## config.mk

```make
export PLATFORM = sky130hd
export DESIGN_NAME = prime_modular_arithmetic_unit
export DESIGN_NICKNAME = d
export VERILOG_FILES = /design/src/pmau_pkg.sv /design/src/prime_modular_arithmetic_unit.sv /design/src/pmau_serial.sv /design/src/pmau_datapath.sv /design/src/pmau_ctrl.sv
export SDC_FILE = /design/constraint.sdc
export NUM_CORES = 2
export LEC_CHECK = 0
export BUFFER_PORTS_ARGS = -buffer_cell sky130_fd_sc_hd__buf_2
export CAP_MARGIN = 10
export CORE_ASPECT_RATIO = 0.7
export CORE_MARGIN = 10
export CORE_UTILIZATION = 40
export DETAILED_ROUTE_END_ITERATION = 10
export SYNTH_ARGS = -nofsm -noshare
export SYNTH_HDL_FRONTEND = slang
export SYNTH_SLANG_ARGS = --single-unit
```

## constraint.sdc

```tcl
create_clock -name clk -period 8.4 [get_ports clk]
set_input_delay 0.42 -clock clk [delete_from_list [all_inputs] [get_ports clk]]
set_output_delay 0.42 -clock clk [all_outputs]
set_load 0.1 [all_outputs]
```

## src/pmau_pkg.sv

```systemverilog
// Shared types and constants of the prime modular arithmetic unit.
// Used by the controller, the datapath and the top level.
package pmau_pkg;

  localparam int unsigned RES_W = 31;
  localparam int unsigned LEN_W = 7;
  localparam logic [RES_W-1:0] MOD_RESET = 31'd1000000007;

  localparam logic [3:0] CMD_REDUCE = 4'd0;
  localparam logic [3:0] CMD_ADD    = 4'd1;
  localparam logic [3:0] CMD_SUB    = 4'd2;
  localparam logic [3:0] CMD_NEG    = 4'd3;
  localparam logic [3:0] CMD_INC    = 4'd4;
  localparam logic [3:0] CMD_DEC    = 4'd5;
  localparam logic [3:0] CMD_MUL    = 4'd6;
  localparam logic [3:0] CMD_DIV    = 4'd7;
  localparam logic [3:0] CMD_POW    = 4'd8;
  localparam logic [3:0] CMD_INV    = 4'd9;
  localparam logic [3:0] CMD_EQUAL  = 4'd10;

  // jobs of the serial shift-add-reduce unit
  typedef enum logic [2:0] {
    UOP_NONE,
    UOP_RED_A,     // a_r   = operand a mod m (signed)
    UOP_RED_B,     // b_r   = operand b mod m
    UOP_RED_E,     // e_r   = operand b mod (m-1)
    UOP_MUL_AB,    // res_r = a*b mod m
    UOP_MUL_A_ACC, // res_r = a*acc mod m
    UOP_MUL_ACC,   // acc_r = acc*base mod m
    UOP_SQR        // base_r = base*base mod m, e_r >>= 1
  } uop_t;

  typedef struct packed {
    logic load;
    logic go;
    uop_t op;
    logic pow_init;
    logic res_simple;
    logic res_acc;
  } dp_ctrl_t;

  typedef struct packed {
    logic       unit_done;
    logic       m_small;
    logic [3:0] cmd;
    logic       a_zero;
    logic       b_zero;
    logic       e_zero;
    logic       e_lsb;
  } dp_stat_t;

endpackage

```

## src/prime_modular_arithmetic_unit.sv

```systemverilog
// Top level of the prime modular arithmetic unit.
// Instantiates pmau_ctrl and pmau_datapath; types from pmau_pkg.
//
// Usage:
//   A command beat is taken at a clock edge with start high and busy low:
//   in_command, in_operand_a (signed) and in_operand_b. One result beat per
//   command appears on out_result with out_valid high for exactly one cycle.
//   The receiver cannot stall; out_result holds until the next command ends.
//   While a result is shown busy is low, so the next command may be taken then.
//   cfg_we/cfg_wdata write the modulus; write it only while the unit is idle.
//   Reset (rst_n low, synchronous) sets the modulus to 1000000007 and idles.
// Sequenced on one bit-serial shift-add-reduce unit handling 1 bit per cycle:
//   operand reduction covers 64 + 63 bits plus handoff; simple commands then finish,
//   and multiply runs one 31-bit modular multiply. Power first reduces the exponent
//   modulo m-1, then each exponent bit costs a multiply into the accumulator if the
//   bit is set and a squaring of the base. Inverse and divide use exponent m-2, and
//   divide ends with a multiply by operand a. No command is taken while one runs.
//   With a modulus below 2 the result is set without reducing the operands.
module prime_modular_arithmetic_unit (
  input  logic                        clk,
  input  logic                        rst_n,
  input  logic                        start,
  output logic                        busy,
  input  logic [3:0]                  in_command,
  input  logic [63:0]                 in_operand_a,
  input  logic [62:0]                 in_operand_b,
  output logic                        out_valid,
  output logic [pmau_pkg::RES_W-1:0]  out_result,
  input  logic                        cfg_we,
  input  logic [pmau_pkg::RES_W-1:0]  cfg_wdata
);
  import pmau_pkg::*;

  dp_ctrl_t ctrl;
  dp_stat_t stat;

  pmau_ctrl u_ctrl (
    .clk       (clk),
    .rst_n     (rst_n),
    .start     (start),
    .busy      (busy),
    .out_valid (out_valid),
    .ctrl      (ctrl),
    .stat      (stat)
  );

  pmau_datapath u_datapath (
    .clk          (clk),
    .rst_n        (rst_n),
    .in_command   (in_command),
    .in_operand_a (in_operand_a),
    .in_operand_b (in_operand_b),
    .cfg_we       (cfg_we),
    .cfg_wdata    (cfg_wdata),
    .ctrl         (ctrl),
    .stat         (stat),
    .out_result   (out_result)
  );

endmodule

```

## src/pmau_serial.sv

```systemverilog
// Bit-serial modular unit: r = 2r + bit*x mod md, one source bit per cycle, MSB first.
// Serves both operand reduction (x = 1) and modular multiplication. Uses pmau_pkg.
module pmau_serial (
  input  logic                        clk,
  input  logic                        rst_n,
  input  logic                        start,
  input  logic [63:0]                 src_bits,
  input  logic [pmau_pkg::LEN_W-1:0]  src_len,
  input  logic [pmau_pkg::RES_W-1:0]  mul_x,
  input  logic [pmau_pkg::RES_W-1:0]  mod_val,
  output logic                        done,
  output logic [pmau_pkg::RES_W-1:0]  rem
);
  import pmau_pkg::*;

  logic [63:0]      sh_r;
  logic [LEN_W-1:0] cnt_r;
  logic [RES_W-1:0] x_r;
  logic [RES_W-1:0] md_r;
  logic [RES_W-1:0] r_r;
  logic [RES_W-1:0] r_nxt;
  logic             done_r;
  logic [RES_W+2:0] t;
  logic [RES_W+2:0] d1;
  logic [RES_W+2:0] d2;

  // t < 3*md, so at most two subtractions
  always_comb begin
    t  = {2'b00, r_r, 1'b0} + (sh_r[63] ? {3'b000, x_r} : '0);
    d1 = t - {3'b000, md_r};
    d2 = t - {2'b00, md_r, 1'b0};
    if (!d2[RES_W+2]) begin
      r_nxt = d2[RES_W-1:0];
    end else if (!d1[RES_W+2]) begin
      r_nxt = d1[RES_W-1:0];
    end else begin
      r_nxt = t[RES_W-1:0];
    end
  end

  always_ff @(posedge clk) begin
    if (!rst_n) begin
      cnt_r  <= '0;
      done_r <= 1'b0;
    end else begin
      done_r <= (cnt_r == LEN_W'(1));
      if (start) begin
        cnt_r <= src_len;
      end else if (cnt_r != '0) begin
        cnt_r <= cnt_r - LEN_W'(1);
      end
    end
  end

  always_ff @(posedge clk) begin
    if (start) begin
      sh_r <= src_bits;
      x_r  <= mul_x;
      md_r <= mod_val;
      r_r  <= '0;
    end else if (cnt_r != '0) begin
      sh_r <= {sh_r[62:0], 1'b0};
      r_r  <= r_nxt;
    end
  end

  assign done = done_r;
  assign rem  = r_r;

endmodule

```

## src/pmau_datapath.sv

```systemverilog
// Datapath: modulus register, operand and exponent registers, simple-op logic
// and the shared serial unit (pmau_serial). Uses pmau_pkg.
module pmau_datapath (
  input  logic                        clk,
  input  logic                        rst_n,
  input  logic [3:0]                  in_command,
  input  logic [63:0]                 in_operand_a,
  input  logic [62:0]                 in_operand_b,
  input  logic                        cfg_we,
  input  logic [pmau_pkg::RES_W-1:0]  cfg_wdata,
  input  pmau_pkg::dp_ctrl_t          ctrl,
  output pmau_pkg::dp_stat_t          stat,
  output logic [pmau_pkg::RES_W-1:0]  out_result
);
  import pmau_pkg::*;

  logic [RES_W-1:0] modulus_r;
  logic [3:0]       cmd_r;
  logic [63:0]      araw_r;
  logic [62:0]      eb_r;
  logic [RES_W-1:0] a_r;
  logic [RES_W-1:0] b_r;
  logic [RES_W-1:0] e_r;
  logic [RES_W-1:0] base_r;
  logic [RES_W-1:0] acc_r;
  logic [RES_W-1:0] res_r;
  uop_t             op_r;

  logic [RES_W-1:0] m_minus1;
  logic [RES_W-1:0] m_minus2;
  logic [63:0]      a_mag;
  logic [63:0]      u_bits;
  logic [LEN_W-1:0] u_len;
  logic [RES_W-1:0] u_x;
  logic [RES_W-1:0] u_md;
  logic [RES_W-1:0] u_y;
  logic             u_done;
  logic [RES_W-1:0] u_rem;
  logic [RES_W:0]   sum;
  logic [RES_W:0]   sum_m;
  logic [RES_W-1:0] simple_val;
  logic [RES_W-1:0] a_fix;

  assign m_minus1 = modulus_r - RES_W'(1);
  assign m_minus2 = modulus_r - RES_W'(2);
  assign a_mag    = araw_r[63] ? (64'd0 - araw_r) : araw_r;

  // operand setup for the serial unit, taken at go
  always_comb begin
    u_bits = {eb_r, 1'b0};
    u_len  = LEN_W'(63);
    u_x    = RES_W'(1);
    u_md   = modulus_r;
    u_y    = acc_r;
    case (ctrl.op)
      UOP_RED_A: begin
        u_bits = a_mag;
        u_len  = LEN_W'(64);
      end
      UOP_RED_E: u_md = m_minus1;
      UOP_MUL_AB: begin
        u_y = b_r;
        u_x = a_r;
      end
      UOP_MUL_A_ACC: u_x = a_r;
      UOP_MUL_ACC:   u_x = base_r;
      UOP_SQR: begin
        u_y = base_r;
        u_x = base_r;
      end
      default: ;
    endcase
    if (ctrl.op == UOP_MUL_AB || ctrl.op == UOP_MUL_A_ACC ||
        ctrl.op == UOP_MUL_ACC || ctrl.op == UOP_SQR) begin
      u_bits = {u_y, 33'd0};
      u_len  = LEN_W'(RES_W);
    end
  end

  pmau_serial u_serial (
    .clk      (clk),
    .rst_n    (rst_n),
    .start    (ctrl.go),
    .src_bits (u_bits),
    .src_len  (u_len),
    .mul_x    (u_x),
    .mod_val  (u_md),
    .done     (u_done),
    .rem      (u_rem)
  );

  assign a_fix = (araw_r[63] && u_rem != '0) ? modulus_r - u_rem : u_rem;

  // commands without a serial multiply, and the trivial results of divide, power and inverse
  always_comb begin
    sum        = {1'b0, a_r} + {1'b0, b_r};
    sum_m      = sum - {1'b0, modulus_r};
    simple_val = '0;
    if (modulus_r < RES_W'(2)) begin
      simple_val = RES_W'(cmd_r == CMD_EQUAL);
    end else begin
      case (cmd_r)
        CMD_REDUCE: simple_val = a_r;
        CMD_ADD:    simple_val = sum_m[RES_W] ? sum[RES_W-1:0] : sum_m[RES_W-1:0];
        CMD_SUB:    simple_val = (a_r >= b_r) ? a_r - b_r : a_r - b_r + modulus_r;
        CMD_NEG:    simple_val = (a_r == '0) ? '0 : modulus_r - a_r;
        CMD_INC:    simple_val = (a_r + RES_W'(1) == modulus_r) ? '0 : a_r + RES_W'(1);
        CMD_DEC:    simple_val = (a_r == '0) ? m_minus1 : a_r - RES_W'(1);
        CMD_POW:    simple_val = RES_W'(eb_r == '0);  // zero base
        CMD_EQUAL:  simple_val = RES_W'(a_r == b_r);
        default:    simple_val = '0;
      endcase
    end
  end

  always_ff @(posedge clk) begin
    if (!rst_n) begin
      modulus_r <= MOD_RESET;
    end else if (cfg_we) begin
      modulus_r <= cfg_wdata;
    end
  end

  always_ff @(posedge clk) begin
    if (!rst_n) begin
      op_r <= UOP_NONE;
    end else if (ctrl.go) begin
      op_r <= ctrl.op;
    end
  end

  always_ff @(posedge clk) begin
    if (ctrl.load) begin
      cmd_r  <= in_command;
      araw_r <= in_operand_a;
      eb_r   <= in_operand_b;
    end
    if (ctrl.pow_init) begin
      acc_r  <= RES_W'(1);
      base_r <= (cmd_r == CMD_DIV) ? b_r : a_r;
      e_r    <= m_minus2;
    end
    if (ctrl.res_simple) begin
      res_r <= simple_val;
    end
    if (ctrl.res_acc) begin
      res_r <= acc_r;
    end
    if (u_done) begin
      case (op_r)
        UOP_RED_A:     a_r <= a_fix;
        UOP_RED_B:     b_r <= u_rem;
        UOP_RED_E:     e_r <= u_rem;
        UOP_MUL_AB:    res_r <= u_rem;
        UOP_MUL_A_ACC: res_r <= u_rem;
        UOP_MUL_ACC:   acc_r <= u_rem;
        UOP_SQR: begin
          base_r <= u_rem;
          e_r    <= {1'b0, e_r[RES_W-1:1]};
        end
        default: ;
      endcase
    end
  end

  assign stat.unit_done = u_done;
  assign stat.m_small   = (modulus_r < RES_W'(2));
  assign stat.cmd       = cmd_r;
  assign stat.a_zero    = (a_r == '0);
  assign stat.b_zero    = (b_r == '0);
  assign stat.e_zero    = (e_r == '0);
  assign stat.e_lsb     = e_r[0];
  assign out_result     = res_r;

endmodule

```

## src/pmau_ctrl.sv

```systemverilog
// Controller state machine: sequences reduction, simple ops and square-and-multiply.
// Drives the datapath through pmau_pkg::dp_ctrl_t and reads pmau_pkg::dp_stat_t.
module pmau_ctrl (
  input  logic               clk,
  input  logic               rst_n,
  input  logic               start,
  output logic               busy,
  output logic               out_valid,
  output pmau_pkg::dp_ctrl_t ctrl,
  input  pmau_pkg::dp_stat_t stat
);
  import pmau_pkg::*;

  typedef enum logic [3:0] {
    S_IDLE,
    S_FIRST,
    S_WAIT_A,
    S_WAIT_B,
    S_DISP,
    S_WAIT_E,
    S_POW_TEST,
    S_WAIT_ACC,
    S_WAIT_SQR,
    S_WAIT_RES,
    S_EMIT
  } state_t;

  state_t state_r;
  state_t state_nxt;
  logic   out_valid_r;
  logic   accept;

  // a new beat may be taken in the cycle its predecessor is shown
  assign accept = start && (state_r == S_IDLE || state_r == S_EMIT);

  always_comb begin
    state_nxt       = state_r;
    ctrl            = '0;
    ctrl.op         = UOP_NONE;
    case (state_r)
      S_IDLE, S_EMIT: begin
        if (accept) begin
          ctrl.load = 1'b1;
          state_nxt = S_FIRST;
        end else begin
          state_nxt = S_IDLE;
        end
      end
      S_FIRST: begin
        if (stat.m_small) begin
          ctrl.res_simple = 1'b1;
          state_nxt       = S_EMIT;
        end else begin
          ctrl.go   = 1'b1;
          ctrl.op   = UOP_RED_A;
          state_nxt = S_WAIT_A;
        end
      end
      S_WAIT_A: begin
        if (stat.unit_done) begin
          ctrl.go   = 1'b1;
          ctrl.op   = UOP_RED_B;
          state_nxt = S_WAIT_B;
        end
      end
      S_WAIT_B: begin
        if (stat.unit_done) begin
          state_nxt = S_DISP;
        end
      end
      S_DISP: begin
        case (stat.cmd)
          CMD_MUL: begin
            ctrl.go   = 1'b1;
            ctrl.op   = UOP_MUL_AB;
            state_nxt = S_WAIT_RES;
          end
          CMD_DIV: begin
            if (stat.b_zero) begin
              ctrl.res_simple = 1'b1;
              state_nxt       = S_EMIT;
            end else begin
              ctrl.pow_init = 1'b1;
              state_nxt     = S_POW_TEST;
            end
          end
          CMD_POW: begin
            if (stat.a_zero) begin
              ctrl.res_simple = 1'b1;
              state_nxt       = S_EMIT;
            end else begin
              // e_r from pow_init is replaced by b mod (m-1)
              ctrl.pow_init = 1'b1;
              ctrl.go       = 1'b1;
              ctrl.op       = UOP_RED_E;
              state_nxt     = S_WAIT_E;
            end
          end
          CMD_INV: begin
            if (stat.a_zero) begin
              ctrl.res_simple = 1'b1;
              state_nxt       = S_EMIT;
            end else begin
              ctrl.pow_init = 1'b1;
              state_nxt     = S_POW_TEST;
            end
          end
          default: begin
            ctrl.res_simple = 1'b1;
            state_nxt       = S_EMIT;
          end
        endcase
      end
      S_WAIT_E: begin
        if (stat.unit_done) begin
          state_nxt = S_POW_TEST;
        end
      end
      S_POW_TEST: begin
        if (stat.e_zero) begin
          if (stat.cmd == CMD_DIV) begin
            ctrl.go   = 1'b1;
            ctrl.op   = UOP_MUL_A_ACC;
            state_nxt = S_WAIT_RES;
          end else begin
            ctrl.res_acc = 1'b1;
            state_nxt    = S_EMIT;
          end
        end else if (stat.e_lsb) begin
          ctrl.go   = 1'b1;
          ctrl.op   = UOP_MUL_ACC;
          state_nxt = S_WAIT_ACC;
        end else begin
          ctrl.go   = 1'b1;
          ctrl.op   = UOP_SQR;
          state_nxt = S_WAIT_SQR;
        end
      end
      S_WAIT_ACC: begin
        if (stat.unit_done) begin
          ctrl.go   = 1'b1;
          ctrl.op   = UOP_SQR;
          state_nxt = S_WAIT_SQR;
        end
      end
      S_WAIT_SQR: begin
        if (stat.unit_done) begin
          state_nxt = S_POW_TEST;
        end
      end
      S_WAIT_RES: begin
        if (stat.unit_done) begin
          state_nxt = S_EMIT;
        end
      end
      default: state_nxt = S_IDLE;
    endcase
  end

  always_ff @(posedge clk) begin
    if (!rst_n) begin
      state_r     <= S_IDLE;
      out_valid_r <= 1'b0;
    end else begin
      state_r     <= state_nxt;
      out_valid_r <= (state_nxt == S_EMIT);
    end
  end

  assign busy      = !(state_r == S_IDLE || state_r == S_EMIT);
  assign out_valid = out_valid_r;

endmodule

```

==> out/results.ini <==
[yosys]
yosysUniqueCellTypes = 100
synthCells = 5147
yosys-top-cells-count = nand2_1 (511), a21oi_1 (404), o21ai_0 (382), xnor2_1 (332), edfxtp_1 (319)
synthTopCellsByArea = edfxtp_1 (22%), dfxtp_1 (9.4%), ha_1 (8.3%)
synth_area_per_cell_um2 = 8.36
syn-num-nets = 5607
synthArstFlopShare_pct = 0
synth-warning-count = 0
synth-seq-area-share_pct = 31.7
synth_edf_count = 319
syn_area_mm2 = 0.0430
synth_area_leader_cell = edfxtp_1
ys_seq_elements = 521
synth_top_area_share_pct = 22.3
synth_ff_type = edfxtp_1
yosysMostFrequentCell = nand2_1

[global_route]
grt_pass1_vias = 39937
grt_util_met2_pct = 42.3
top_usage_layer = met1
gr-total-overflow = 0
gr-usage-met3_pct = 8.99
grt_max_degree = 145
grtUsageTotal_pct = 30.4
antenna_found_initial = 18
grt_pass1_wl_mm = 277
grt_use_met1_pct = 44.5

[route]
wl_per_cell_um = 28.3
route.vias.total = 43723
drt_iter0_markers = 6753
first_pass_iters = 6
drc = 0
wl_mm = 194
via_per_inst = 6.37
drtAntennaViolNets = 0

[die]
start_util_pct = 40.4
io_pins = 199
die_width_um = 412
rows = 100
dieArea_mm2 = 0.121
core_mm2 = 0.106
die_h_um = 294

[power_and_ir_drop]
p_per_area_mw_per_mm2 = 297
peakVddDrop_mv = 0.256
power.leakage_nw = 18.8

[clock_network]
cts.clk_slew.worst_paths_ns = 0.07
numCtsBuffers = 57
worstSkewPairLatency_ns = 0.70
cts_tree = done
cts_sinks = 521
clockRootBuffer = clkbuf_16
max-clock-path-buffers = 3
postCtsResizedCells = 0
htree_levels = 2

[cells_and_area]
area_delta_synth_final_pct = 14.3
drive_gt1_share_pct = 9.67
final_net_count = 5841
fill_cells = 10356

[timing]
clock_skew_ns = 0.0565
finalHoldViolations = 0
timing.hold.ws_ns = 0.0233
slew_headroom_pct = 12.3
finalMaxSlewViolations = 0
setup_violations = 0
grt_setup_unrepaired = false
period_share_pct = 86.7
tns_ns = 0
max_freq_mhz = 137
tightest_slew_ns = 1.28
fin_crit_ns = 7.28

[setup_path]
cp_slowest_cell = xnor2_1
cp-startpoint = u_datapath.a_r[1]$_DFFE_PP_
reg2reg_from = u_datapath.a_r[1]$_DFFE_PP_
max_stage_delay_ns = 0.87
path_common_cell = nor2_1
crit_path_start_kind = flop
cp-end-kind = flop
cp_cell_sequence = inv_1 -> fa_1 -> nor2_1 -> o311a_1 -> o221ai_1 -> o311ai_0 -> a31oi_1 -> nor2_1 -> o21ai_0 -> o31ai_1 -> ha_1 -> a21boi_0 -> a2111oi_0 -> or3_1 -> o41a_1 -> nand2_1 -> a31o_2 -> xnor2_1 -> mux2_2 -> a221oi_2 -> o22ai_1
cp_max_fo = 10
worstPathRequired_ns = 8.93
arrival_ns = 7.81
critPathKind = reg -> reg

[placed_design]
io_buffers = 198
place.gp.congestion = 1.06
hpwl_mm = 150

[outcome]
status = completed

[hold_path]
hp-class = in -> reg
hold_start = cfg_wdata[16]

[flow_run]
drv_cap = 0

-- path summary, 6_finish.rpt --
check / cells past startpoint / slack [ns] / to
hold / removal: 3 / 0.02 / u_datapath.modulus_r[16]$_SDFFE_PN0P_
hold reg to reg: 2 / 0.48 / u_datapath.acc_r[8]$_DFF_P_
setup reg to reg: 21 / 1.12 / u_datapath.out_result[17]$_DFF_P_
setup / recovery: 21 / 1.12 / u_datapath.out_result[17]$_DFF_P_
-- layout by cell type, fill, tap and decap left out, types with 55 or more instances in the layout --
cell type | synthesis | routed
nor3_1 | 137 | 136
nor2b_1 | 60 | 60
o211ai_1 | 115 | 115
a211oi_1 | 70 | 70
dfxtp_1 | 202 | 201
a21oi_1 | 404 | 403
nand3_1 | 126 | 125
nor4_1 | 91 | 89
o21ai_0 | 382 | 382
clkbuf_16 | 0 | 57
o31ai_1 | 63 | 63
buf_2 | 36 | 198
nor2_1 | 316 | 314
nand2_1 | 511 | 508
nand4_1 | 57 | 57
inv_1 | 225 | 224
edfxtp_1 | 319 | 319
and2_1 | 59 | 55
ha_1 | 285 | 285
mux2i_1 | 84 | 84
buf_4 | 7 | 120
xor2_1 | 96 | 95
xnor2_1 | 332 | 332
a21o_1 | 102 | 102
a31oi_1 | 57 | 57
dlygate4sd3_1 | 0 | 158
-- registers in the layout (all words and copies together), names as in the netlist, 7 cells and up --
signal	count
u_datapath.a_r	31
u_datapath.acc_r	31
u_datapath.araw_r	64
u_datapath.e_r	31
u_datapath.out_result	31
u_datapath.eb_r	63
u_datapath.b_r	31
u_datapath.modulus_r	31
u_datapath.base_r	31
u_datapath.u_serial.sh_r	64
u_datapath.u_serial.x_r	31
u_datapath.u_serial.rem	31
u_datapath.u_serial.md_r	31
u_datapath.u_serial.cnt_r	7
-- final cells by class --
| class | instances | area, um^2 | area share [%] |
|---|---|---|---|
| antenna | 6 | 15.0 | 0.0306 |
| clock buffer | 66 | 1480 | 3.01 |
| clock inverter | 42 | 463 | 0.942 |
| inverter | 239 | 898 | 1.83 |
| multi-input combinational | 4085 | 27400 | 55.7 |
| sequential | 521 | 13600 | 27.7 |
| tap | 1428 | 1790 | 3.64 |
| timing repair buffer | 477 | 3490 | 7.11 |
-- cell families (layout without fill, tap and decap cells) --
family	Yosys count	in the layout	share of synthesized area, %
compound gates	1654	1654	24.9
xor+xnor	431	431	8.87
fa+ha+maj	295	295	8.73
buf+inv	541	824	5.03
flops	521	521	31.7
mux	109	109	2.61
other cells	0	6	0
simple gates	1596	1596	18.1
-- power by group --
group	total (mW)	internal, mW	switching [mW]
sequential	3.72	3.30	0.420
combinational	8.16	3.19	4.97
clock	2.70	1.45	1.25
-- timing repair --
action / CTS / global route
setup buffers: 0 / 0
hold buffers: 158 / 0
endpoints found under the hold margin: 158 / 0
-- critical path: cells and delay by family, from the launching register on --
family | cells | cell delay (ns)
AOI/OAI and AO/OA | 12 | 3.43
buffers and inverters | 1 | 0.27
adders and majority gates | 2 | 0.84
xor gates and xnor gates | 1 | 0.87
and+or+nand+nor | 4 | 0.71
muxes | 1 | 0.43
DFF | 1 | 0.54
-- stage by stage --
stage	total power, mW	util [%]	std cells	worst slack (ns)	area (um^2)
2_1_floorplan	9.46	-	5147	0.530	43000
3_3_place_gp	11.5	42.8	6592	1.61	45600
3_5_place_dp	11.6	42.8	6592	1.48	45600
4_1_cts	14.4	46.1	6858	1.44	49100
5_1_grt	15.5	46.1	6859	0.730	49100
6_report	14.6	46.2	6864	1.12	49100
-- per-layer routing --
layer | share of wire (%) | vias up
li1 | - | 19628
met1 | 44 | 21019
met2 | 39 | 2690
met3 | 13 | 374
met4 | 3.6 | 12
met5 | 0.037 | -
Power figures use the tool's default switching activity.
